`src/rtl/tile_depth_bounds_defines.svh`:
```
// ----------------------------------------------------------------------------
// tile_depth_bounds_defines.svh
// Assertion macros used by the tile depth bounds RTL.
// ----------------------------------------------------------------------------
`ifndef TILE_DEPTH_BOUNDS_DEFINES_SVH
`define TILE_DEPTH_BOUNDS_DEFINES_SVH

// Condition holds at every edge outside reset
`define TDB_ASSERT(lbl, cond, msg) \
  lbl: assert property (@(posedge clk) disable iff (rst) (cond)) else $error(msg);

// Same-cycle implication
`define TDB_ASSERT_IMP(lbl, ante, cons, msg) \
  lbl: assert property (@(posedge clk) disable iff (rst) (ante) |-> (cons)) else $error(msg);

// Next-cycle implication
`define TDB_ASSERT_NXT(lbl, ante, cons, msg) \
  lbl: assert property (@(posedge clk) disable iff (rst) (ante) |=> (cons)) else $error(msg);

`endif

```
`src/rtl/tdb_pkg.sv`:
```
// ----------------------------------------------------------------------------
// tdb_pkg
// Types and constants of the tile depth bounds block.
// ----------------------------------------------------------------------------
package tdb_pkg;

  localparam int CODE_W     = 16;
  localparam int COL_W      = 7;
  localparam int ROW_W      = 12;
  localparam int DEPTH_W    = 41;
  localparam int SCALE_W    = 24;
  localparam int CFG_IDX_W  = 3;
  localparam int CFG_DATA_W = 24;
  localparam int OUTQ_DEPTH = 4;

  localparam logic [CODE_W-1:0] ENC_BIAS   = 16'hFF80;
  localparam logic [CODE_W-1:0] ALL_ONES16 = 16'hFFFF;

  // Register indexes of the configuration port
  typedef enum logic [CFG_IDX_W-1:0] {
    REG_IMAGE_WIDTH     = 3'd0,
    REG_IMAGE_HEIGHT    = 3'd1,
    REG_TILE_WIDTH      = 3'd2,
    REG_TILE_HEIGHT     = 3'd3,
    REG_TILES_ACROSS    = 3'd4,
    REG_TILES_DOWN      = 3'd5,
    REG_INV_DEPTH_SCALE = 3'd6
  } cfg_reg_t;

  // Per-column accumulators
  typedef struct packed {
    logic [CODE_W-1:0] max_code;
    logic [CODE_W-1:0] min_nonzero;
    logic [CODE_W-1:0] min_raw;
  } col_acc_t;

  localparam col_acc_t ACC_RESET = '{max_code: '0, min_nonzero: ALL_ONES16,
                                     min_raw: ALL_ONES16};

  // Position of the current pixel in the tile grid
  typedef struct packed {
    logic [ROW_W-1:0] tile_row;
    logic             active;
    logic             last;
  } pix_pos_t;

  // Finished tile, codes not yet turned into depths
  typedef struct packed {
    logic [COL_W-1:0]  tile_col;
    logic [ROW_W-1:0]  tile_row;
    logic              has_sky;
    logic              is_empty;
    logic [CODE_W-1:0] near_code;
    logic [CODE_W-1:0] far_code;
  } tile_codes_t;

  // Finished tile as delivered
  typedef struct packed {
    logic [COL_W-1:0]          tile_col;
    logic [ROW_W-1:0]          tile_row;
    logic                      has_sky;
    logic                      is_empty;
    logic signed [DEPTH_W-1:0] near_depth;
    logic signed [DEPTH_W-1:0] far_depth;
  } tile_res_t;

endpackage

```
`src/rtl/tdb_depth.sv`:
```
// ----------------------------------------------------------------------------
// tdb_depth
// Turns a tile's near and far codes into Q.16 view depths.
// ----------------------------------------------------------------------------
module tdb_depth (
  input  tdb_pkg::tile_codes_t         codes,
  input  logic [tdb_pkg::SCALE_W-1:0]  scale,
  output tdb_pkg::tile_res_t           res
);
  import tdb_pkg::*;

  logic signed [CODE_W:0]    diff_near, diff_far;
  logic signed [SCALE_W:0]   scale_s;
  logic signed [DEPTH_W:0]   prod_near, prod_far;

  // (bias - code) is 17 bits signed, scale 25 bits non-negative
  assign scale_s   = $signed({1'b0, scale});
  assign diff_near = $signed({1'b0, ENC_BIAS}) - $signed({1'b0, codes.near_code});
  assign diff_far  = $signed({1'b0, ENC_BIAS}) - $signed({1'b0, codes.far_code});
  assign prod_near = diff_near * scale_s;
  assign prod_far  = diff_far * scale_s;

  assign res.tile_col   = codes.tile_col;
  assign res.tile_row   = codes.tile_row;
  assign res.has_sky    = codes.has_sky;
  assign res.is_empty   = codes.is_empty;
  assign res.near_depth = codes.is_empty ? '0 : $signed(prod_near[DEPTH_W-1:0]);
  assign res.far_depth  = codes.is_empty ? '0 : $signed(prod_far[DEPTH_W-1:0]);

endmodule

```
`config.mk`:
```
export PLATFORM = sky130hd
export DESIGN_NAME = tdb_depth
export DESIGN_NICKNAME = d
export VERILOG_FILES = /design/src/rtl/tile_depth_bounds_defines.svh /design/src/rtl/tdb_pkg.sv /design/src/rtl/tdb_depth.sv
export SDC_FILE = /design/constraint.sdc
export NUM_CORES = 2
export LEC_CHECK = 0
export BUFFER_PORTS_ARGS = -buffer_cell sky130_fd_sc_hd__buf_4
export CAP_MARGIN = 20
export CORE_ASPECT_RATIO = 1.4
export CORE_MARGIN = 2
export CORE_UTILIZATION = 40
export DETAILED_ROUTE_END_ITERATION = 8
export PLACE_DENSITY = 0.6
export SYNTH_ARGS = -nofsm -noshare
export SYNTH_HDL_FRONTEND = slang
export SYNTH_SLANG_ARGS = --single-unit
```
`constraint.sdc`:
```
create_clock -name vclk -period 8.1
set_input_delay 0.405 -clock vclk [all_inputs]
set_output_delay 0.405 -clock vclk [all_outputs]
set_load 0.005 [all_outputs]
```
Word-level counts from Yosys, hierarchy flattened
Cells that the tools add are included.
{"block": "totals", "register_bits": 0, "inputBits": 77}
{"block": "classes", "addsub": 2, "multipliers": 2, "mux": 2}
{"operator": "$mul 17x25->41", "n": 2}
{"operator": "$mux 41", "n": 2}
{"operator": "$sub 16x16->17 const A", "n": 2}

Depth between registers and ports, before layout
{"block": "depth", "depth_word": 3, "mapped_depth": 31, "mapped_depth_nobuf": 28}

Least setup slack after synthesis
OpenSTA, ideal clock, no wires.
{"block": "synth_path", "kind": "in2out", "start": "input port codes[16] (netlist name)", "end": "output port res[72] (netlist name)", "t_arrival_ps": 7172, "slack_ps": 523, "stages": 31, "n_path_buf": 4, "path_cell_list": "clkbuf_1 clkbuf_1 inv_1 ha_1 nand2_1 or2_1 nand2_1 xor2_1 clkbuf_1 nand2_1 fa_1 inv_1 fa_1 inv_1 fa_1 inv_1 fa_1 inv_1 fa_1 inv_1 fa_1 ha_1 buf_2 nand3_1 nor2_1 nand4_2 a211oi_4 o21ai_2 o31ai_2 a41oi_1 mux2_1"}
{"element": "start, declared", "line_no": "tdb_depth.sv:6", "text": "input tdb_pkg::tile_codes_t codes,"}
{"element": "end, declared", "line_no": "tdb_depth.sv:8", "text": "output tdb_pkg::tile_res_t res"}

==> impl_results.md <==
* Largest net degree at the start of global routing at 55
* Post-CTS Hold Fix Bufs at 0
* Final Util at 44.76%
* Commonest non-fill, non-tap cell in the layout: inv_1
* Slew @ Worst Pin at 0.8522 ns
* Most frequent cells in the layout: inv_1 (853), fa_1 (658), nand2_1 (525)
* DRT iter0 DRCs at 839
* Layout fillers at 7,072
* Syn Nets at 4,424
* Largest area contributor in the synthesized netlist: fa_1
* Top cell by count, worst path: fa_1
* Critical Path AT at 7.39 ns
* Post-Syn Area at 28,440 µm²
* Crit path largest cell delay at 0.56 ns
* Multi-input gate area at 24,690 µm²
* Synth top area cells: fa_1 (46%), ha_1 (12%), inv_1 (11%)
* GRT Resource Usage Total at 21.52%
* Critical path endpoint category: output port
* Cells after synthesis at 3,413
* Tcrit/Tclk final at 96.21%
* Overflow after GRT at 0
* Area grow syn2layout at 10.73%
* Worst path slowest cell: fa_1
* Slew HR at 42.91%
* Clock buffers at 0
* DR vias at 22,544
* Initial antenna violation count at 1
* Row count at 115
* Yosys top cell area share at 46.31%
* Initial Util at 40.42%
* Register area share after synthesis at 0%
* Seq. cell area at 0 µm²
* Die area at 73,280 µm²
* Yosys cell types at 75
* Number of global-route vias before repair at 24,089
* Vias/cell at 5.042
* Final min period at 7.793 ns
* Max_cap viols at 0
* Kind of critical path: primary input to output port
* Setup violations, final at 0
* Share of cells above drive strength 1 at 11.20%
* Worst Hold Class: primary input to output port
* Count of antenna-violating nets left after detailed routing at 0
* Critical Path RT at 7.70 ns
* Max Freq at 128.3 MHz
* First-pass GRT wire length at 125,600 µm
* Routed length per instance at 17.15 µm
* Avg Cell Area, Syn at 8.334 µm²
* Final net count at 4,548
* Sequential cell count at 0
* DRT Wirelength at 76,670 µm
* ANT cells at 0
* Pins Over Slew Limit at 0
* Final Hold Vio Count at 0
* PortBufs at 140
* Core box area at 70,360 µm²
* Worst-path maximum fanout at 6
* Ports at 180
* Outcome: completed
* Drt drc at 0
* First-pass DRT Iterations at 6
* Gpl congestion at 0.8524
* Yosys warns at 0
* Detailed Place HPWL at 63,210 µm
* Die width at 229.4 µm
* CP Launch Type: primary input
* Die Span Y at 319.5 µm
[critical path, delay by kind of cell]
kind	cells	cell delay, ns
AO/OA/AOI/OAI	5	1.27
AND/OR/NAND/NOR	7	1.13
adder cells (fa/ha/maj)	8	3.22
buffers and inverters	9	1.14
XOR/XNOR	1	0.21
[cell type report]
class	count	area share [%]
multi-input combinational	2370	78.40
inverter	853	10.17
timing repair buffer	312	7.719
tap	936	3.718
[metrics by stage]
| step | setup slack [ns] | setup TNS (ns) | instances | area, µm² | hold slack (ns) |
|---|---|---|---|---|---|
| after floorplan | 0.5227 | 0 | 3413 | 28440 | 0.8908 |
| after global placement | -0.02241 | -0.02241 | 4464 | 31280 | 0.8100 |
| after detailed placement | 0.004084 | 0 | 4464 | 31280 | 0.8100 |
| after CTS | 0.000006217 | 0 | 4464 | 31280 | 0.8100 |
| after global routing | -0.03775 | -0.1689 | 4471 | 31500 | 0.8100 |
| final | 0.3068 | 0 | 4471 | 31500 | 0.8100 |
[synthesized netlist by cell type (20+ instances only)]
cell type	n
inv_1	853
fa_1	658
nand2_1	526
and2_1	295
ha_1	276
clkbuf_1	158
nor2_1	135
a21oi_1	57
xnor2_1	47
a21o_1	37
xor2_1	37
o21ai_0	30
nor2b_1	24
or2_2	22
buf_4	21
nor3_1	20
[path summary, 6_finish.rpt]
path | startpoint | endpoint | slack, ns | cells after the start
max | codes[0] | res[32] | 0.31 | 30
min | codes[51] | res[101] | 0.81 | 0
[cell families (layout without fill, tap and decap cells)]
kind of cell               Yosys count  count (layout)  synth area share, %
adders and majority gates          934             934                58.46
xor gates and xnor gates            84              84                2.587
buffers and inverters             1043            1165                14.07
and+or+nand+nor                   1103            1103                18.49
muxes                                9               9               0.3695
AOI/OAI and AO/OA                  240             240                6.031
[metal layers]
layer	vias to the layer above	track usage, %	part of all wire, %	wire length (µm)
li1	10221	-	-	-
met1	11705	24.37	37	28370
met2	459	42.36	56	42690
met3	157	1.159	3.0	2271
met4	2	7.345	4.3	3323
met5	-	0	0.010	8
[timing repair]
action | in CTS | in global routing
gates cloned | 0 | 1
setup endpoints to repair | 1 | 27
pin swaps | 0 | 10
gates resized for setup | 1 | 36
setup buffers | 0 | 6
Power is left out: the tool's default activity adds up to more than one toggle a clock period on the data nets, which glitch-free logic cannot reach.
