File: src/rtl/tile_depth_bounds_defines.svh
// ----------------------------------------------------------------------------
// tile_depth_bounds_defines.svh
// Assertion macros used by the tile depth bounds RTL.
// ----------------------------------------------------------------------------
`ifndef TILE_DEPTH_BOUNDS_DEFINES_SVH
`define TILE_DEPTH_BOUNDS_DEFINES_SVH

// Condition holds at every edge outside reset
`define TDB_ASSERT(lbl, cond, msg) \
  lbl: assert property (@(posedge clk) disable iff (rst) (cond)) else $error(msg);

// Same-cycle implication
`define TDB_ASSERT_IMP(lbl, ante, cons, msg) \
  lbl: assert property (@(posedge clk) disable iff (rst) (ante) |-> (cons)) else $error(msg);

// Next-cycle implication
`define TDB_ASSERT_NXT(lbl, ante, cons, msg) \
  lbl: assert property (@(posedge clk) disable iff (rst) (ante) |=> (cons)) else $error(msg);

`endif

File: src/rtl/tdb_pkg.sv
// ----------------------------------------------------------------------------
// tdb_pkg
// Types and constants of the tile depth bounds block.
// ----------------------------------------------------------------------------
package tdb_pkg;

  localparam int CODE_W     = 16;
  localparam int COL_W      = 7;
  localparam int ROW_W      = 12;
  localparam int DEPTH_W    = 41;
  localparam int SCALE_W    = 24;
  localparam int CFG_IDX_W  = 3;
  localparam int CFG_DATA_W = 24;
  localparam int OUTQ_DEPTH = 4;

  localparam logic [CODE_W-1:0] ENC_BIAS   = 16'hFF80;
  localparam logic [CODE_W-1:0] ALL_ONES16 = 16'hFFFF;

  // Register indexes of the configuration port
  typedef enum logic [CFG_IDX_W-1:0] {
    REG_IMAGE_WIDTH     = 3'd0,
    REG_IMAGE_HEIGHT    = 3'd1,
    REG_TILE_WIDTH      = 3'd2,
    REG_TILE_HEIGHT     = 3'd3,
    REG_TILES_ACROSS    = 3'd4,
    REG_TILES_DOWN      = 3'd5,
    REG_INV_DEPTH_SCALE = 3'd6
  } cfg_reg_t;

  // Per-column accumulators
  typedef struct packed {
    logic [CODE_W-1:0] max_code;
    logic [CODE_W-1:0] min_nonzero;
    logic [CODE_W-1:0] min_raw;
  } col_acc_t;

  localparam col_acc_t ACC_RESET = '{max_code: '0, min_nonzero: ALL_ONES16,
                                     min_raw: ALL_ONES16};

  // Position of the current pixel in the tile grid
  typedef struct packed {
    logic [ROW_W-1:0] tile_row;
    logic             active;
    logic             last;
  } pix_pos_t;

  // Finished tile, codes not yet turned into depths
  typedef struct packed {
    logic [COL_W-1:0]  tile_col;
    logic [ROW_W-1:0]  tile_row;
    logic              has_sky;
    logic              is_empty;
    logic [CODE_W-1:0] near_code;
    logic [CODE_W-1:0] far_code;
  } tile_codes_t;

  // Finished tile as delivered
  typedef struct packed {
    logic [COL_W-1:0]          tile_col;
    logic [ROW_W-1:0]          tile_row;
    logic                      has_sky;
    logic                      is_empty;
    logic signed [DEPTH_W-1:0] near_depth;
    logic signed [DEPTH_W-1:0] far_depth;
  } tile_res_t;

endpackage

File: src/rtl/tdb_if.sv


interface bounds_out_if;
  import tdb_pkg::*;

  logic                      valid;
  logic                      ready;
  logic [COL_W-1:0]          tile_col;
  logic [ROW_W-1:0]          tile_row;
  logic                      has_sky;
  logic                      is_empty;
  logic signed [DEPTH_W-1:0] near_depth;
  logic signed [DEPTH_W-1:0] far_depth;

  modport source (output valid, output tile_col, output tile_row, output has_sky,
                  output is_empty, output near_depth, output far_depth, input ready);
  modport sink   (input valid, input tile_col, input tile_row, input has_sky,
                  input is_empty, input near_depth, input far_depth, output ready);
endinterface

File: src/rtl/tdb_outq.sv
// ----------------------------------------------------------------------------
// tdb_outq
// Small result queue in front of the output channel.
// ----------------------------------------------------------------------------
`include "tile_depth_bounds_defines.svh"

module tdb_outq (
  input  logic               clk,
  input  logic               rst,
  input  logic               push,
  input  tdb_pkg::tile_res_t push_data,
  output logic [2:0]         count,
  bounds_out_if.source       tile
);
  import tdb_pkg::*;

  localparam int PW = $clog2(OUTQ_DEPTH);
  localparam logic [2:0] DEPTH_CNT = 3'(OUTQ_DEPTH);

  tile_res_t     q [OUTQ_DEPTH];
  logic [PW-1:0] head, tail;
  logic          pop;

  assign pop = tile.valid && tile.ready;

  always_ff @(posedge clk) begin
    if (push) begin
      q[tail] <= push_data;
    end
  end

  // Pointers and fill level
  always_ff @(posedge clk) begin
    if (rst) begin
      head  <= '0;
      tail  <= '0;
      count <= '0;
    end else begin
      if (push) tail <= tail + PW'(1);
      if (pop)  head <= head + PW'(1);
      case ({push, pop})
        2'b10:   count <= count + 3'd1;
        2'b01:   count <= count - 3'd1;
        default: count <= count;
      endcase
    end
  end

  assign tile.valid      = (count != 3'd0);
  assign tile.tile_col   = q[head].tile_col;
  assign tile.tile_row   = q[head].tile_row;
  assign tile.has_sky    = q[head].has_sky;
  assign tile.is_empty   = q[head].is_empty;
  assign tile.near_depth = q[head].near_depth;
  assign tile.far_depth  = q[head].far_depth;

  `TDB_ASSERT(a_count_range, count <= DEPTH_CNT, "result queue count out of range")
  `TDB_ASSERT_IMP(a_no_overflow, push && !pop, count < DEPTH_CNT, "push into full queue")
  `TDB_ASSERT_NXT(a_pop_drains, pop && !push, count == $past(count) - 3'd1, "pop lost")

endmodule

File: src/flat_wrapper.sv
// flat-port wrapper written by rule: the top's interface ports become plain ports
module tdb_outq_flat import tdb_pkg::*;
  (clk, rst, push, push_data, count, tile_valid, tile_tile_col, tile_tile_row, tile_has_sky, tile_is_empty, tile_near_depth, tile_far_depth, tile_ready);
  bounds_out_if tile_i ();
  input  logic clk;
  input  logic rst;
  input  logic push;
  input  tdb_pkg::tile_res_t push_data;
  output logic [2:0] count;
  output wire logic [$bits(tile_i.valid)-1:0] tile_valid;
  output wire logic [$bits(tile_i.tile_col)-1:0] tile_tile_col;
  output wire logic [$bits(tile_i.tile_row)-1:0] tile_tile_row;
  output wire logic [$bits(tile_i.has_sky)-1:0] tile_has_sky;
  output wire logic [$bits(tile_i.is_empty)-1:0] tile_is_empty;
  output wire logic [$bits(tile_i.near_depth)-1:0] tile_near_depth;
  output wire logic [$bits(tile_i.far_depth)-1:0] tile_far_depth;
  input wire logic [$bits(tile_i.ready)-1:0] tile_ready;
  assign tile_valid = tile_i.valid;
  assign tile_tile_col = tile_i.tile_col;
  assign tile_tile_row = tile_i.tile_row;
  assign tile_has_sky = tile_i.has_sky;
  assign tile_is_empty = tile_i.is_empty;
  assign tile_near_depth = tile_i.near_depth;
  assign tile_far_depth = tile_i.far_depth;
  assign tile_i.ready = tile_ready;
  tdb_outq u_core (.clk(clk), .rst(rst), .push(push), .push_data(push_data), .count(count), .tile(tile_i));
endmodule
File: config.mk
export PLATFORM = sky130hd
export DESIGN_NAME = tdb_outq_flat
export DESIGN_NICKNAME = d
export VERILOG_FILES = /design/src/rtl/tdb_pkg.sv /design/src/rtl/tdb_if.sv /design/src/rtl/tdb_outq.sv /design/src/flat_wrapper.sv
export VERILOG_INCLUDE_DIRS = /design/src /design/src/rtl
export SDC_FILE = /design/constraint.sdc
export NUM_CORES = 1
export LEC_CHECK = 0
export CORE_MARGIN = 4
export CORE_UTILIZATION = 57
export DETAILED_ROUTE_END_ITERATION = 10
export DONT_BUFFER_PORTS = 1
export PLACE_DENSITY = 0.75
export SLEW_MARGIN = 20
export SYNTH_ARGS = -nofsm -noshare
export SYNTH_HDL_FRONTEND = slang
export SYNTH_SLANG_ARGS = --single-unit
File: constraint.sdc
create_clock -name clk -period 3.35 [get_ports clk]
set_input_delay 0.67 -clock clk [delete_from_list [all_inputs] [get_ports clk]]
set_output_delay 0.67 -clock clk [all_outputs]
set_load 0.01 [all_outputs]
* After elaboration in Yosys (flattened, before gate mapping)
Memory sizes are Yosys's and may differ from the RTL's. A register that Yosys moved wholly into a read port is not among the register bits.
Cells that the tools add are included.
** Operators by class
- Add/subtract/negate cells :: 4
- Eq/ne operators :: 2
- Mux-type cells :: 5
- Reductions and logical operators :: 3
** Operator list (number)
- one-hot mux 3 bit (2 select lines) :: 1
- adder 2 x 1 -> 2 bit (second input constant) :: 2
- 2-to-1 mux 2 bit :: 2
- adder 3 x 1 -> 3 bit (second input constant) :: 1
- nonzero test 3 bit :: 1
- subtractor 3 x 1 -> 3 bit (second input constant) :: 1
- == test 2 x 1 -> 1 bit (second input constant) :: 1
- == test 2 bit (second input constant) :: 1
- 2-to-1 mux 1 bit :: 2
- nonzero test 2 bit :: 1
- logical AND 1 bit :: 1
** Storage, ports and cells
- Register bits :: 7
- Memory bits (writable) :: 412
- Bits of input ports :: 107
- Output and inout port bits :: 107
- Word-level logic and storage cells :: 18
- Memories :: 1
** Memories
- u_core.q :: depth 4, width 103, rd ports 1, clocked after Yosys merged registers in 1, wr ports 1, line tdb_outq.sv:20 : tile_res_t q [OUTQ_DEPTH];

* Logic depth before layout (Yosys ltp)
- Word-level depth :: 4
- Depth in mapped cells :: 7

* Least setup slack after synthesis
No wires, ideal clock.
- Kind :: in2reg
- Start point :: input push
- End point :: memory u_core.q[0][0] (netlist bit) (enable)
- Setup time :: 473 ps
- Data arrival time :: 3046 ps
- Setup slack :: -169 ps
- Cell stages on the path :: 1
- Buffers on the path :: 0
- Cells stage by stage :: and2_1
** On the way
- Longest elaborated chain between the ends :: 2
** Ends and longest elaborated chain
- from (decl) :: line flat_wrapper.sv:7 : input logic push;
- 2-to-1 mux 1 bit :: line tdb_outq.sv:27 : if (push) begin
- 2-to-1 mux 1 bit (implied by the code) :: line tdb_outq.sv:28 : q[tail] <= push_data;
- to (decl) :: line tdb_outq.sv:20
Every way passes these cells.

==> flow_metrics.tcl <==
set metrics [dict create \
    gr_util_met1_pct 22.9 \
    grt_overflow 0 \
    numPlacedInstances 908 \
    status "completed" \
    grt_pass1_wl_mm 39.8 \
    drc 0 \
    area.sequential_um2 12600 \
    worst_path_dominant_cell_family "flip-flops" \
    drt_iter0_markers 533 \
    clock_tree.root_cell "clkbuf_16" \
    netlist_top_cells_area "edfxtp_1 (80%), mux4_2 (15%), dfxtp_1 (1.2%)" \
    gp_congestion 0.780 \
    clock_sink_count 421 \
    multiInputGateArea_um2 2570 \
    total_power_per_unit_cell_area_nw_per_um2 710 \
    gr_util_met3_pct 7.27 \
    final_nets 729 \
    grt_pass1_vias 6452 \
    final_cell_area_um2 16900 \
    cts_setup_buffers 0 \
    non_filler_instance_count_after_layout 977 \
    critical_path_peak_fanout 42 \
    commonest_non_fill_non_tap_cell_in_the_layout "edfxtp_1" \
    final.setup.tns_ns 0 \
    report.final.slew_viol_count 0 \
    num_antenna_cells 0 \
    timing.final.crit_period_ns 2.86 \
    cts_resized 0 \
    postSynthAreaPerCell_um2 26.3 \
    fp.dieArea_um2 29700 \
    cts_tree "done" \
    syn-instance-count 585 \
    filler_cell_count 1643 \
    dpl.hpwl_mm 15.9 \
    worst_pin_slew_ns 0.646 \
    end_kind "output port" \
    holdBufCountCts 0 \
    port_buffers 0 \
    htree_levels 2 \
    final.period_utilization_pct 85.5 \
    cp_data_arrival_time_ns 2.19 \
    drive_above_1_share_pct 26.8 \
    worst-endpoint-required_ns 2.68 \
    routed_wl_mm 26.4 \
    grt_antenna_before_repair 0 \
    die_x_um 172 \
    cpMaxStageDelayCell "dfxtp_4" \
    synth_top_area_cell "edfxtp_1" \
    min_path_type "input port to flip-flop" \
    achievable-frequency_ghz 0.349 \
    grt_use_met2_pct 29.8 \
    track_usage_pct 18.0 \
    starting_density_pct 58.5 \
    grt_max_degree 67 \
    insertion_delay_ns 0.52 \
    rsz0062_at_grt "no" \
    core_area_um2 26300 \
    drt.antenna.violating_nets 0 \
    worst_case_clock_skew_ns 0.0173 \
    total_leakage_power_nw 5.18 \
    cp_num_buf_inv 1 \
    placed_cell_area_um2 15700 \
    vdd.ir_drop.worst_v 0.000427 \
    path_class "flip-flop to output port" \
    clock_tree.buffer_depth 3 \
    clock_pin_slew_on_the_worst_setup_and_hold_paths_ns 0.06 \
    cts_buffers 41 \
    critPathLaunchType "flip-flop" \
    wl_per_cell_um 27.0 \
    post-route-util_pct 64.4 \
    drt-vias-per-instance 6.18 \
    synth_seq_area_share_pct 81.6 \
    drt-pass1-iter-count 4 \
    distinct_cells_synth 22 \
    chipHeight_um 172 \
    mappedNetlistArea_um2 15400 \
    final-setup-viol-count 0 \
    hold_viol_final 0 \
    synthDominantCellAreaShare_pct 80.4 \
    max_cap_viol_count 0 \
    synth.ff_latch_count 421 \
    syn_nets 698 \
    placementRows 59 \
    area_growth_syn_to_layout_pct 10.0 \
    crit_path_max_incr_delay_ns 0.74 \
    report.power.total_mw 12.0 \
    routed-via-count 6035 \
    commonest_cells_after_routing_fill_and_taps_aside "edfxtp_1 (412), mux4_2 (103), clkbuf_16 (41), clkbuf_1 (11), nor2_1 (8)" \
    path_cells "buf_4, mux4_2" \
    top_level_ports 214 \
    maxSlewHeadroom_pct 56.9 \
    synthesis.yosys.warnings 0 \
    global_route.peak_usage_layer "met2" \
]
==> metrics by stage <==
stage	setup WS, ns	hold WS [ns]
2_1_floorplan	0.965	0.485
3_3_place_gp	0.991	0.516
3_5_place_dp	0.966	0.511
4_1_cts	0.418	0.202
5_1_grt	0.355	0.196
6_report	0.485	0.227
==> cell usage after synthesis <==
cell type and n:
o21ai_0 1, clkbuf_1 1, mux4_2 103, xor2_1 3, and2_1 4, o311ai_0 1
dfxtp_1 9, a21oi_1 2, buf_2 8, buf_6 1, buf_4 3, o31a_1 1
mux2i_1 1, fa_1 1, or3_1 2, xnor2_1 2, inv_1 6, nor2_1 8
buf_1 3, edfxtp_1 412, ha_1 5, buf_12 8
==> metal layers <==
metal,wire (um),vias to the layer above
met2,13600,262
met5,0,-
met3,2960,41
li1,-,2567
met1,9420,3165
met4,414,0
==> final timing paths <==
check / startpoint / endpoint / slack [ns] / depth (start not counted)
max: flip-flop / tile_near_depth[4] / 0.49 / 2
min: rst / u_core.count[2]$_SDFFE_PP0P_ / 0.23 / 1
max reg2reg: u_core.count[0]$_SDFFE_PP0P_ / u_core.count[2]$_SDFFE_PP0P_ / 1.29 / 7
min reg2reg: u_core.head[1]$_SDFFE_PP0P_ / u_core.head[1]$_SDFFE_PP0P_ / 0.53 / 2
==> registers in the layout, summed over array words and instances, names as in the netlist, named ones only <==
register,cells
u_core.head,2
u_core.count,3
u_core.q,412
u_core.tail,2
==> cells by family (layout without fill, tap and decap cells) <==
group | after synthesis | count (layout) | share of synthesized area (%)
XOR/XNOR | 5 | 5 | 0.285
multiplexers | 104 | 104 | 15.1
AO/OA/AOI/OAI | 5 | 5 | 0.212
flip-flops | 421 | 421 | 81.6
buffers and inverters | 30 | 87 | 1.77
adder cells (fa/ha/maj) | 6 | 6 | 0.537
AND/OR/NAND/NOR | 14 | 14 | 0.439
==> power breakdown <==
part           total [mW]  leakage (nW)  switching (mW)  internal (mW)
clock network        4.05         0.580            1.73           2.32
logic                1.71         0.745           0.903          0.807
registers            6.25          3.86           0.177           6.07
total                12.0          5.18            2.81           9.20
==> cell type report <==
cell class / count / share of cell area [%]
Inverter: 6 / 0.133
Tap cell: 335 / 2.48
Clock buffer: 52 / 6.31
Multi-Input combinational cell: 134 / 15.2
Timing Repair Buffer: 12 / 1.05
Sequential cell: 421 / 74.2
Clock inverter: 17 / 0.665
Note: power is estimated with default switching activity, not from simulation.
