$ cat src/rtl/tile_depth_bounds_defines.svh
// ----------------------------------------------------------------------------
// tile_depth_bounds_defines.svh
// Assertion macros used by the tile depth bounds RTL.
// ----------------------------------------------------------------------------
`ifndef TILE_DEPTH_BOUNDS_DEFINES_SVH
`define TILE_DEPTH_BOUNDS_DEFINES_SVH

// Condition holds at every edge outside reset
`define TDB_ASSERT(lbl, cond, msg) \
  lbl: assert property (@(posedge clk) disable iff (rst) (cond)) else $error(msg);

// Same-cycle implication
`define TDB_ASSERT_IMP(lbl, ante, cons, msg) \
  lbl: assert property (@(posedge clk) disable iff (rst) (ante) |-> (cons)) else $error(msg);

// Next-cycle implication
`define TDB_ASSERT_NXT(lbl, ante, cons, msg) \
  lbl: assert property (@(posedge clk) disable iff (rst) (ante) |=> (cons)) else $error(msg);

`endif

$ cat src/rtl/tdb_pkg.sv
// ----------------------------------------------------------------------------
// tdb_pkg
// Types and constants of the tile depth bounds block.
// ----------------------------------------------------------------------------
package tdb_pkg;

  localparam int CODE_W     = 16;
  localparam int COL_W      = 7;
  localparam int ROW_W      = 12;
  localparam int DEPTH_W    = 41;
  localparam int SCALE_W    = 24;
  localparam int CFG_IDX_W  = 3;
  localparam int CFG_DATA_W = 24;
  localparam int OUTQ_DEPTH = 4;

  localparam logic [CODE_W-1:0] ENC_BIAS   = 16'hFF80;
  localparam logic [CODE_W-1:0] ALL_ONES16 = 16'hFFFF;

  // Register indexes of the configuration port
  typedef enum logic [CFG_IDX_W-1:0] {
    REG_IMAGE_WIDTH     = 3'd0,
    REG_IMAGE_HEIGHT    = 3'd1,
    REG_TILE_WIDTH      = 3'd2,
    REG_TILE_HEIGHT     = 3'd3,
    REG_TILES_ACROSS    = 3'd4,
    REG_TILES_DOWN      = 3'd5,
    REG_INV_DEPTH_SCALE = 3'd6
  } cfg_reg_t;

  // Per-column accumulators
  typedef struct packed {
    logic [CODE_W-1:0] max_code;
    logic [CODE_W-1:0] min_nonzero;
    logic [CODE_W-1:0] min_raw;
  } col_acc_t;

  localparam col_acc_t ACC_RESET = '{max_code: '0, min_nonzero: ALL_ONES16,
                                     min_raw: ALL_ONES16};

  // Position of the current pixel in the tile grid
  typedef struct packed {
    logic [ROW_W-1:0] tile_row;
    logic             active;
    logic             last;
  } pix_pos_t;

  // Finished tile, codes not yet turned into depths
  typedef struct packed {
    logic [COL_W-1:0]  tile_col;
    logic [ROW_W-1:0]  tile_row;
    logic              has_sky;
    logic              is_empty;
    logic [CODE_W-1:0] near_code;
    logic [CODE_W-1:0] far_code;
  } tile_codes_t;

  // Finished tile as delivered
  typedef struct packed {
    logic [COL_W-1:0]          tile_col;
    logic [ROW_W-1:0]          tile_row;
    logic                      has_sky;
    logic                      is_empty;
    logic signed [DEPTH_W-1:0] near_depth;
    logic signed [DEPTH_W-1:0] far_depth;
  } tile_res_t;

endpackage

$ cat src/rtl/tdb_raster.sv
// ----------------------------------------------------------------------------
// tdb_raster
// Configuration registers and raster/tile position counters.
// ----------------------------------------------------------------------------
module tdb_raster #(
  parameter int MAX_TILES_X = 128,
  parameter int CW          = 7
) (
  input  logic                              clk,
  input  logic                              rst,
  input  logic                              cfg_we,
  input  logic [tdb_pkg::CFG_IDX_W-1:0]     cfg_index,
  input  logic [tdb_pkg::CFG_DATA_W-1:0]    cfg_data,
  input  logic                              step,
  output logic [CW-1:0]                     col_idx,
  output tdb_pkg::pix_pos_t                 pos,
  output logic                              restart,
  output logic [tdb_pkg::SCALE_W-1:0]       scale
);
  import tdb_pkg::*;

  localparam int CCW = $clog2(MAX_TILES_X + 1);
  localparam logic [CCW-1:0] TA_MAX   = CCW'(MAX_TILES_X);
  localparam logic [CCW-1:0] TA_RESET = (MAX_TILES_X < 40) ? TA_MAX : CCW'(40);

  // Geometry, stored already clamped (sizes as size minus one)
  logic [11:0]    w_m1, h_m1;
  logic [7:0]     tw_m1, th_m1;
  logic [CCW-1:0] ta;
  logic [12:0]    td;

  logic [11:0]    pixel_x, pixel_y, pixel_x_next, pixel_y_next;
  logic [7:0]     x_in_tile, y_in_tile, x_in_tile_next, y_in_tile_next;
  logic [CCW-1:0] cur_col, cur_col_next;
  logic [11:0]    cur_row, cur_row_next;
  logic           last_x, last_y;

  function automatic logic [11:0] clamp_img(input logic [12:0] v);
    if (v == 13'd0)         return 12'd0;
    else if (v > 13'd4096)  return 12'd4095;
    else                    return 12'(v - 13'd1);
  endfunction

  function automatic logic [7:0] clamp_tile(input logic [8:0] v);
    if (v == 9'd0)          return 8'd0;
    else if (v > 9'd256)    return 8'd255;
    else                    return 8'(v - 9'd1);
  endfunction

  function automatic logic [CCW-1:0] clamp_ta(input logic [7:0] v);
    if (v == 8'd0)                       return CCW'(1);
    else if (32'(v) > MAX_TILES_X)       return TA_MAX;
    else                                 return CCW'(v);
  endfunction

  function automatic logic [12:0] clamp_td(input logic [12:0] v);
    if (v == 13'd0)         return 13'd1;
    else if (v > 13'd4096)  return 13'd4096;
    else                    return v;
  endfunction

  // Any write to a known register restarts the frame
  always_comb begin
    case (cfg_reg_t'(cfg_index))
      REG_IMAGE_WIDTH, REG_IMAGE_HEIGHT, REG_TILE_WIDTH, REG_TILE_HEIGHT,
      REG_TILES_ACROSS, REG_TILES_DOWN, REG_INV_DEPTH_SCALE: begin
        restart = cfg_we;
      end
      default: begin
        restart = 1'b0;
      end
    endcase
  end

  // Configuration registers
  always_ff @(posedge clk) begin
    if (rst) begin
      w_m1  <= 12'd639;
      h_m1  <= 12'd479;
      tw_m1 <= 8'd15;
      th_m1 <= 8'd15;
      ta    <= TA_RESET;
      td    <= 13'd30;
      scale <= 24'd65536;
    end else if (cfg_we) begin
      case (cfg_reg_t'(cfg_index))
        REG_IMAGE_WIDTH:     w_m1  <= clamp_img(cfg_data[12:0]);
        REG_IMAGE_HEIGHT:    h_m1  <= clamp_img(cfg_data[12:0]);
        REG_TILE_WIDTH:      tw_m1 <= clamp_tile(cfg_data[8:0]);
        REG_TILE_HEIGHT:     th_m1 <= clamp_tile(cfg_data[8:0]);
        REG_TILES_ACROSS:    ta    <= clamp_ta(cfg_data[7:0]);
        REG_TILES_DOWN:      td    <= clamp_td(cfg_data[12:0]);
        REG_INV_DEPTH_SCALE: scale <= cfg_data[SCALE_W-1:0];
        default: ;
      endcase
    end
  end

  // Position of the pixel now at the input
  assign last_x       = (x_in_tile == tw_m1) || (pixel_x == w_m1);
  assign last_y       = (y_in_tile == th_m1) || (pixel_y == h_m1);
  assign col_idx      = cur_col[CW-1:0];
  assign pos.tile_row = cur_row;
  assign pos.active   = (cur_col < ta) && ({1'b0, cur_row} < td);
  assign pos.last     = last_x && last_y;

  // Counter advance for one accepted pixel
  always_comb begin
    pixel_x_next   = pixel_x;
    pixel_y_next   = pixel_y;
    x_in_tile_next = x_in_tile;
    y_in_tile_next = y_in_tile;
    cur_col_next   = cur_col;
    cur_row_next   = cur_row;
    if (pixel_x == w_m1) begin
      pixel_x_next   = '0;
      x_in_tile_next = '0;
      cur_col_next   = '0;
      if (pixel_y == h_m1) begin
        pixel_y_next   = '0;
        y_in_tile_next = '0;
        cur_row_next   = '0;
      end else begin
        pixel_y_next = pixel_y + 12'd1;
        if (y_in_tile == th_m1) begin
          y_in_tile_next = '0;
          if ({1'b0, cur_row} < td) cur_row_next = cur_row + 12'd1;
        end else begin
          y_in_tile_next = y_in_tile + 8'd1;
        end
      end
    end else begin
      pixel_x_next = pixel_x + 12'd1;
      if (x_in_tile == tw_m1) begin
        x_in_tile_next = '0;
        if (cur_col < ta) cur_col_next = cur_col + CCW'(1);
      end else begin
        x_in_tile_next = x_in_tile + 8'd1;
      end
    end
  end

  always_ff @(posedge clk) begin
    if (rst || restart) begin
      pixel_x   <= '0;
      pixel_y   <= '0;
      x_in_tile <= '0;
      y_in_tile <= '0;
      cur_col   <= '0;
      cur_row   <= '0;
    end else if (step) begin
      pixel_x   <= pixel_x_next;
      pixel_y   <= pixel_y_next;
      x_in_tile <= x_in_tile_next;
      y_in_tile <= y_in_tile_next;
      cur_col   <= cur_col_next;
      cur_row   <= cur_row_next;
    end
  end

endmodule

$ cat config.mk
export PLATFORM = sky130hd
export DESIGN_NAME = tdb_raster
export DESIGN_NICKNAME = d
export VERILOG_FILES = /design/src/rtl/tile_depth_bounds_defines.svh /design/src/rtl/tdb_pkg.sv /design/src/rtl/tdb_raster.sv
export SDC_FILE = /design/constraint.sdc
export NUM_CORES = 1
export LEC_CHECK = 0
export ABC_AREA = 1
export BUFFER_PORTS_ARGS = -buffer_cell sky130_fd_sc_hd__buf_2
export CORE_MARGIN = 4
export CORE_UTILIZATION = 55
export CTS_BUF_LIST = sky130_fd_sc_hd__clkbuf_2
export CTS_CLUSTER_DIAMETER = 50
export DETAILED_ROUTE_END_ITERATION = 6
export GPL_ROUTABILITY_DRIVEN = 0
export MAX_ROUTING_LAYER = met4
export PLACE_DENSITY = 0.75
export SYNTH_ARGS = -nofsm -noshare
export SYNTH_HDL_FRONTEND = slang
export SYNTH_SLANG_ARGS = --single-unit
$ cat constraint.sdc
create_clock -name clk -period 1.77 [get_ports clk]
set_input_delay 0.354 -clock clk [delete_from_list [all_inputs] [get_ports clk]]
set_output_delay 0.354 -clock clk [all_outputs]
set_load 0.01 [all_outputs]
Word level (Yosys, flattened, before mapping)
Index checks and enable logic that the tools add are counted.
W data, S select, Z words.
{"block": "totals", "ff_bits": 145, "in_bits": 31, "output_inout_bits": 46}
{"block": "classes", "add_sub_neg": 8, "n_reduce_logical": 24, "mux": 21, "n_lt_le_gt_ge": 5, "eq_ne": 10}
{"operator": "$mux W8", "n": 11}
{"operator": "$mux W12", "n": 7}
{"operator": "$add A12 B1 Y12 const B", "n": 3}
{"operator": "$mux W13", "n": 2}
{"operator": "$add A8 B1 Y8 const B", "n": 3}
{"operator": "$eq A12 B12 Y1", "n": 2}
{"operator": "$eq A8 B8 Y1", "n": 2}
{"operator": "$reduce_and A2 Y1", "n": 8}
{"operator": "$gt A13 B13 Y1 const B", "n": 1}
{"operator": "$logic_not A13 Y1", "n": 1}
{"operator": "$lt A12 B13 Y1", "n": 1}
{"operator": "$sub A12 B1 Y12 const B", "n": 1}
{"operator": "$eq A3 B3 Y1 const B", "n": 3}
{"operator": "$gt A9 B9 Y1 const B", "n": 1}
{"operator": "$logic_not A9 Y1", "n": 1}
{"operator": "$gt A8 B8 Y1 const B", "n": 1}
{"operator": "$logic_not A8 Y1", "n": 1}
{"operator": "$lt A8 B8 Y1", "n": 1}
{"operator": "$reduce_bool A2 Y1", "n": 4}
{"operator": "$sub A8 B1 Y8 const B", "n": 1}
{"operator": "$reduce_or A7 Y1", "n": 1}
{"operator": "$eq A3 B2 Y1 const B", "n": 2}
{"operator": "$reduce_and A4 Y1", "n": 1}
{"operator": "$eq A3 B1 Y1 const B", "n": 1}
{"operator": "other kinds (5)", "n": 8}

Longest topological paths before layout
Gate-level depths: netlist (run 1).
{"block": "depth", "ltp_word": 4, "mapped_depth": 14, "ltp_nobuf": 13}

Worst setup path before layout (run 1)
Ideal clock, no wire load.
{"block": "synth_path", "kind": "reg-to-reg", "start": "reg cur_row[7]", "end": "reg cur_row[4]", "path_slack_ns": 0.118, "path_stages_with_launch": 13, "setup_ns": 0.114, "synth_period_minus_slack_ns": 1.652, "required_time_ns": 1.656, "t_arrival_ns": 1.538, "path_cell_list": "dfxtp_1 ha_1 nand2_1 inv_1 nand2_1 nand2_1 a21oi_1 nand2_1 nand2_1 nand3_2 buf_6 a21oi_1 nor2_1"}
{"block": "synth_via", "elab_chain_len": 3}
{"element": "start, declared", "line_no": "tdb_raster.sv:35", "rtl": "logic [11:0] cur_row, cur_row_next;"}
{"element": "start signal, assigned", "line_no": "tdb_raster.sv:157", "rtl": "cur_row <= cur_row_next;"}
{"element": "$lt A12 B13 Y1", "line_no": "tdb_raster.sv:127", "rtl": "if ({1'b0, cur_row} < td) cur_row_next = cur_row + 12'd1;"}
{"element": "$reduce_bool A2 Y1 (no line)"}
{"element": "$reduce_and A4 Y1 (no line)"}
Every way passes these cells.
A chain may end at the register's enable or synchronous reset.

==> metrics, run 1 <==
status finished, violations left; failing checks negative setup slack; cell types occupying the most area after synthesis dfxtp_1, nand2_1, inv_1; CP max-delay cell dfxtp_1; vias per cell around 5.5; nets ~1400; GRT Util Overall 0.2905; CTS tree yes; Vias roughly 8500; non-filler cells, final ~1500; top-count cell post-synth nand2_1; worst-path cell chain inv_1 -> ha_1 -> nand2_1 -> nor3_1 -> a21oi_2 -> nand2_2 -> buf_6 -> nor2_4 -> buf_6; Clock Path Buffers 2; Max Clock Freq approximately 0.35 GHz; fill count around 880; clk sinks 145; asr flop ratio synth 0; die width approximately 130 um; Static Leak ~0.0048 uW; hold_ws about 0.13 ns; Startpoint Class flip-flop; Worst Skew approximately 0.034 ns; crit path buf inv count 3; fin crit share 1.611; Critical Path RT ~1.4 ns; Post-route DRC 0; HP Start cfg_we; Crit Path Max Fanout 2; HPWL after DPL ~15 mm; Largest stage delay, worst path approximately 0.4 ns; Core Util, Final 0.7880; Initial Util 0.5702; Yosys top cell area share 0.3799; area of the multi-input gates between 4000 and 5000 um2; clock slew at the register clock pins of the worst setup and hold paths 0.21 ns; Fin Setup TNS -14.13 ns; Mapped Cells around 1100; storage element area between 3000 and 4000 um2; Post-synth top cells nand2_1, inv_1, dfxtp_1, nor2_1, a21oi_1; sequential-to-total area share from yosys stat 0.3799; synthesized cell area roughly 7600 um2; Hold Path Class in -> reg; pin count of the biggest net entering global routing 43; Placement Setup Slack -0.09054 ns; RSZ-0062 raised after global routing true; Synth Flop Type dfxtp_1; final hold vios 0; Power Density 549.2 nW/um2; Synth Register Bits about 150; Clock Latency Late Sink around 0.79 ns; number of synthesized flops with an enable pin 0; antenna violations before repair 1; area of the die about 16000 um2; syn avg cell area 6.853 um2; MaxCap Viol Count 0; worst setup margin -1.081 ns; root buf cell clkbuf_2; final setup violation count 44; first-pass GRT wire length roughly 37 mm; Detailed Route WL between 20 and 30 mm; WP data arrival approximately 2.5 ns; crit path from td[9]; Critical Path Most Common Cell buf_6; post-DR wirelength/cell ~16 um; Min Clock Period, post-route roughly 2.9 ns; area leader, netlist dfxtp_1; Synth Net Count 1172; Iter 0 DRT Violations just over 800; placed cells about 1400; Placeable Area 13400 um2; delay-heaviest family, CP simple AND/OR/NAND/NOR gates; Distinct cells, synth 35; Die Height between 100 and 150 um; Row Count 42; yosys warns 0; GR Overflow Total 0; Setup CP Type reg -> out; Layout area overhead 38.19%; H-tree Lvls 4; fin. max-slew vios 0; reg2reg setup slack -0.90 ns; Slew @ Worst Pin about 0.81 ns; relative slew slack 0.4591; CP endpoint kind output port; Routed Antenna Nets 0; FF-to-FF Start td[9]; Peak VDD IR between 500 and 600 uV; vias in the first global route 7713; TritonRoute pass-1 iters 6; Buffers on Ports 76; num ports 77; layout cells sized above 1 0.3221; CTS Buf Count 17
state kept, by name, summed over array words and instances, names as in the netlist, 12 cells and up:
name,flops
scale,24
td,13
cur_row,12
h_m1,12
pixel_x,12
pixel_y,12
w_m1,12
final cells by class:
cell class,count,area share
inverters,164,0.05877
repair buffers,257,0.1999
diodes,2,0.0004740
clock buffers,19,0.009006
well taps,176,0.02086
clock inverters,12,0.009006
flip-flops and latches,145,0.2853
multi-input cells,772,0.4166
through the flow:
| stage | total power (uW) | cell area [um2] |
|---|---|---|
| after floorplan | 3734 | 7641 |
| after global placement | 3985 | 8912 |
| after detailed placement | 3994 | 8912 |
| after CTS | 5697 | 9942 |
| after global routing | 5999 | 10560 |
| final | 5798 | 10560 |
worst min-delay path, delay by kind of cell:
family	cells	cell delay [ns]
buffers and inverters	2	0.20
AO/OA/AOI/OAI	2	0.14
AND/OR/NAND/NOR	2	0.20
cells by family (layout without fill, tap and decap cells):
group,count (synthesis),count (layout),share of synthesized area
AO/OA/AOI/OAI,185,185,0.1289
XOR/XNOR,47,47,0.05387
AND/OR/NAND/NOR,513,514,0.2880
adder cells (fa/ha/maj),26,26,0.04257
buffers and inverters,199,452,0.1068
other,0,2,0
flip-flops,145,145,0.3799
timing repair:
item / in CTS / in global routing
pin swaps: 24 / 30
setup endpoints to repair: 37 / 83
cloned: 1 / 0
gates resized for setup: 124 / 140
endpoints found under the hold margin: 45 / 0
hold buffers: 26 / 0
buffers inserted: 19 / 33
layer usage:
layer / part of all wire / GRT usage / up-vias
met5: 0 / - / -
li1: - / - / 4034
met1: 0.39 / 0.3591 / 3828
met4: 0.055 / 0.1174 / 0
met2: 0.47 / 0.4651 / 478
met3: 0.081 / 0.06224 / 158
final timing paths:
| check | cells past startpoint | endpoint |
|---|---|---|
| setup / recovery | 9 | pos[1] |
| hold / removal | 6 | td[1] |
| hold reg to reg | 2 | td[11] |
| setup reg to reg | 19 | cur_row[6] |
cell usage in the layout, fill, tap and decap left out, types with 25 or more instances in the layout:
cell,count
nand2_1,249
inv_1,144
buf_4,114
nor2_1,113
a21oi_1,82
dfxtp_1,79
o21ai_0,63
buf_2,57
dfxtp_2,55
buf_6,55
nand3_1,44
nand2_2,26
dlygate4sd3_1,26
xnor2_1,25
where the power goes:
part           internal (uW)  switching [uW]  leakage [uW]
logic                    291             397       0.00350
registers               3320            45.7       0.00120
clock network            487            1260      0.000114
No activity file was read; power rests on OpenSTA's default activity.
==> run 2, diff against run 1 <==
--- a/config.mk
+++ b/config.mk
@@ -5,7 +5,6 @@
 export SDC_FILE = /design/constraint.sdc
 export NUM_CORES = 1
 export LEC_CHECK = 0
-export ABC_AREA = 1
 export BUFFER_PORTS_ARGS = -buffer_cell sky130_fd_sc_hd__buf_2
 export CORE_MARGIN = 4
 export CORE_UTILIZATION = 55
==> run 2 against run 1 <==
  * The flow still finishes with violations (negative setup slack)
  * Sequential share of layout area fell by 1.5 points
  * Utilization is 4.8 points higher
  * Global-route usage increased by 3.1 points
  * Synthesized area decreased by 3.4%
  * Sequential cell count unchanged
  * Count of clock-buffer cells in the layout fell by 1
==> metrics, run 2 <==
Placed Area 9316 um2 (was 8912 um2); cell types occupying the most area after synthesis dfxtp_1, nor2_1, a21oi_1 (was dfxtp_1, nand2_1, inv_1); Layout area overhead 49.50% (was 38.19%); largest reg by FF count scale (unchanged); CTS tree yes (unchanged); Initial Util 0.5594 (was 0.5702); Critical Path RT 1.42 ns (about the same); clock slew at the register clock pins of the worst setup and hold paths 0.28 ns (was 0.21 ns); post-DR wirelength/cell 20.70 um (was 16.38 um); cell-internal power 4449 uW (was 4101 uW); Largest regs scale (24), td (13) (unchanged); Synth Flop Type dfxtp_1 (unchanged); status finished, violations left (unchanged); Placement Setup Slack -0.4287 ns (was -0.09054 ns); final hold vios 0 (unchanged); top-count cell post-synth dfxtp_1 (was nand2_1); Hold Path Class in -> reg (unchanged); hold_ws 0.02315 ns (was 0.1318 ns); adder-cell share of the synthesized area 0.04952 (was 0.04257); NetSw 1797 uW (was 1697 uW); asr flop ratio synth 0 (unchanged); commonest non-fill, non-tap cell in the layout buf_4 (was nand2_1); Synth Area in Compound Gates 0.1531 (was 0.1289); HPWL after DPL 15.52 mm (was 15.37 mm); Routed Antenna Nets 0 (unchanged); Yosys top cell area share 0.3934 (was 0.3799); nets 1226 (was 1414); root buf cell clkbuf_2 (unchanged); post-synthesis mux area share 0.01102 (was 0); relative slew slack 0.4237 (was 0.4591); main combinational cell family by area after synthesis simple AND/OR/NAND/NOR gates (unchanged); Distinct cells, synth 66 (was 35); Highest Signal Layer met4 (unchanged); die width 123.8 um (was 125.9 um); MaxCap Viol Count 0 (unchanged); Fin Setup TNS -31.73 ns (was -14.13 ns); max FFs per register 24 (unchanged); WL met1 10.34 mm (was 9.971 mm); Max Clock Freq 0.3540 GHz (was 0.3507 GHz); commonest cells after routing, fill and taps aside buf_4, dfxtp_1, nand2_1, nor2_1, a21oi_1 (was nand2_1, inv_1, buf_4, nor2_1, a21oi_1); Buffers on Ports 76 (unchanged); Placeable Area 13190 um2 (was 13400 um2); H-tree Lvls 4 (unchanged); Min Clock Period, post-route 2.825 ns (was 2.851 ns); area of the die 15330 um2 (was 15840 um2); Detailed Route WL 28.13 mm (was 25.34 mm); CTS Buf Count 17 (unchanged); Iter 0 DRT Violations 866 (was 818); logic gate share of total power 0.121 (was 0.119); Peak VDD IR 788.1 uV (was 527.2 uV); Mapped Cells 885 (was 1115); Clock Latency Late Sink 0.84 ns (was 0.79 ns); RSZ-0062 raised after global routing true (unchanged); yosys warns 0 (unchanged); fin area 11030 um2 (was 10560 um2); switching share of power 0.2877 (was 0.2927); Post-synth top cells dfxtp_1, nor2_1, nand2_1, a21oi_1, xor2_1 (was nand2_1, inv_1, dfxtp_1, nor2_1, a21oi_1); synthesized cell area 7378 um2 (was 7641 um2); clock share of power 0.340 (was 0.301); WP data arrival 2.47 ns (was 2.50 ns); GR Overflow Total 0 (unchanged); final setup violation count 82 (was 44); Crit Path Max Fanout 3 (was 2); placed cells 1259 (was 1446); worst-path cell chain inv_1 -> ha_4 -> a211oi_2 -> nor3_2 -> a41oi_4 -> buf_6 -> nand2_2 -> nor2_1 -> buf_2 (was inv_1 -> ha_1 -> nand2_1 -> nor3_1 -> a21oi_2 -> nand2_2 -> buf_6 -> nor2_4 -> buf_6); layout cells sized above 1 0.4196 (was 0.3221); vias per cell 6.096 (was 5.493); TritonRoute pass-1 iters 6 (unchanged); Synth Register Bits 145 (unchanged); clk sinks 145 (unchanged); vias in the first global route 7469 (was 7713); GRT Util Overall 0.3213 (was 0.2905); Met3 Wirelength 2.297 mm (was 2.041 mm); Largest stage delay, worst path 0.39 ns (was 0.40 ns); Static Leak 0.004612 uW (was 0.004818 uW); Row Count 42 (unchanged); simple-gate share of the synthesized area 0.2474 (was 0.2880); CP endpoint kind output port (unchanged); first-pass GRT wire length 37.40 mm (was 36.63 mm); pin count of the biggest net entering global routing 87 (was 43); Synth Area in XOR/XNOR 0.09242 (was 0.05387); antenna violations before repair 1 (unchanged); Vias 8285 (was 8498); area leader, netlist dfxtp_1 (unchanged); fin. max-slew vios 0 (unchanged); fin crit share 1.596 (was 1.611); Setup CP Type reg -> out (unchanged); Clock Path Buffers 2 (unchanged); syn avg cell area 8.337 um2 (was 6.853 um2); non-filler cells, final 1359 (was 1547); num ports 77 (unchanged); CP max-delay cell dfxtp_2 (was dfxtp_1); Die Height 123.8 um (was 125.9 um); sequential share of power 0.538 (was 0.581); sequential-to-total area share from yosys stat 0.3934 (was 0.3799); Power Density 566.3 nW/um2 (was 549.2 nW/um2); number of synthesized flops with an enable pin 0 (unchanged); Post-route DRC 0 (unchanged); Slew @ Worst Pin 0.8645 ns (was 0.8084 ns); failing checks negative setup slack (unchanged); Worst Skew 0.08317 ns (was 0.03410 ns); Met2 Wirelength 13.61 mm (was 11.94 mm); worst setup margin -1.055 ns (was -1.081 ns); Startpoint Class flip-flop (unchanged); Synth Net Count 942 (was 1172)
[run 2: area by class of cell]
| type | instances | area (um2) |
|---|---|---|
| repair buffers | 316 | 2630 |
| well taps | 176 | 220.2 |
| flip-flops and latches | 145 | 2983 |
| fillers | 686 | 2160 |
| diodes | 1 | 2.502 |
| multi-input cells | 650 | 4795 |
| clock inverters | 14 | 163.9 |
| inverters | 39 | 146.4 |
| clock buffers | 18 | 90.09 |
[run 2: kinds of logic (layout without fill, tap and decap cells)]
group	after synthesis	after routing
flops	145	145
compound gates	180	180
buf+inv	90	387
xor+xnor	77	77
mux	8	8
fa+ha+maj	30	30
other cells	0	1
simple gates	355	355
[run 2: repair_timing]
item                                    in CTS  in global routing
hold endpoints to repair                    28                  0
gates resized for setup                    125                 93
endpoints found under the setup margin      79                 98
gates cloned                                 3                  0
hold buffers                                25                  0
pin swaps                                   21                 37
setup buffers                               17                 38
[run 2: worst max-delay path: cells and delay by family, from the launching register on]
family	cells	cell delay [ns]
flops	1	0.39
fa+ha+maj	1	0.18
compound gates	2	0.46
simple gates	3	0.26
buf+inv	3	0.38
[run 2: metal layers]
metal  GRT usage  vias to the layer above
li1            -                     3653
met1      0.3759                     3914
met2      0.5451                      532
met3     0.06767                      186
met4      0.1170                        0
met5           -                        -
[run 2: per-stage QoR]
step           power, uW    util
2_1_floorplan       3758       -
3_3_place_gp        4045  0.7063
3_5_place_dp        4058  0.7063
4_1_cts             6174  0.7943
5_1_grt             6441  0.8363
6_report            6246  0.8363
[run 2: path summary, 6_finish.rpt]
kind,slack (ns),cells after the start,from,end
worst max-delay path,-1.05,9,td[11],pos[1]
worst max register to register,-0.71,11,w_m1[0],cur_row[0]
worst min register to register,0.47,2,scale[10],scale[10]
worst min-delay path,0.02,4,rst,y_in_tile[1]
[run 2: power by group through the flow]
stage	logic (uW)	clock network, uW	registers (uW)
finish	758	2120	3360
global route	806	2260	3370
floorplan	334	0	3420
CTS	704	2110	3360
detailed placement	631	0	3430
global placement	621	0	3420
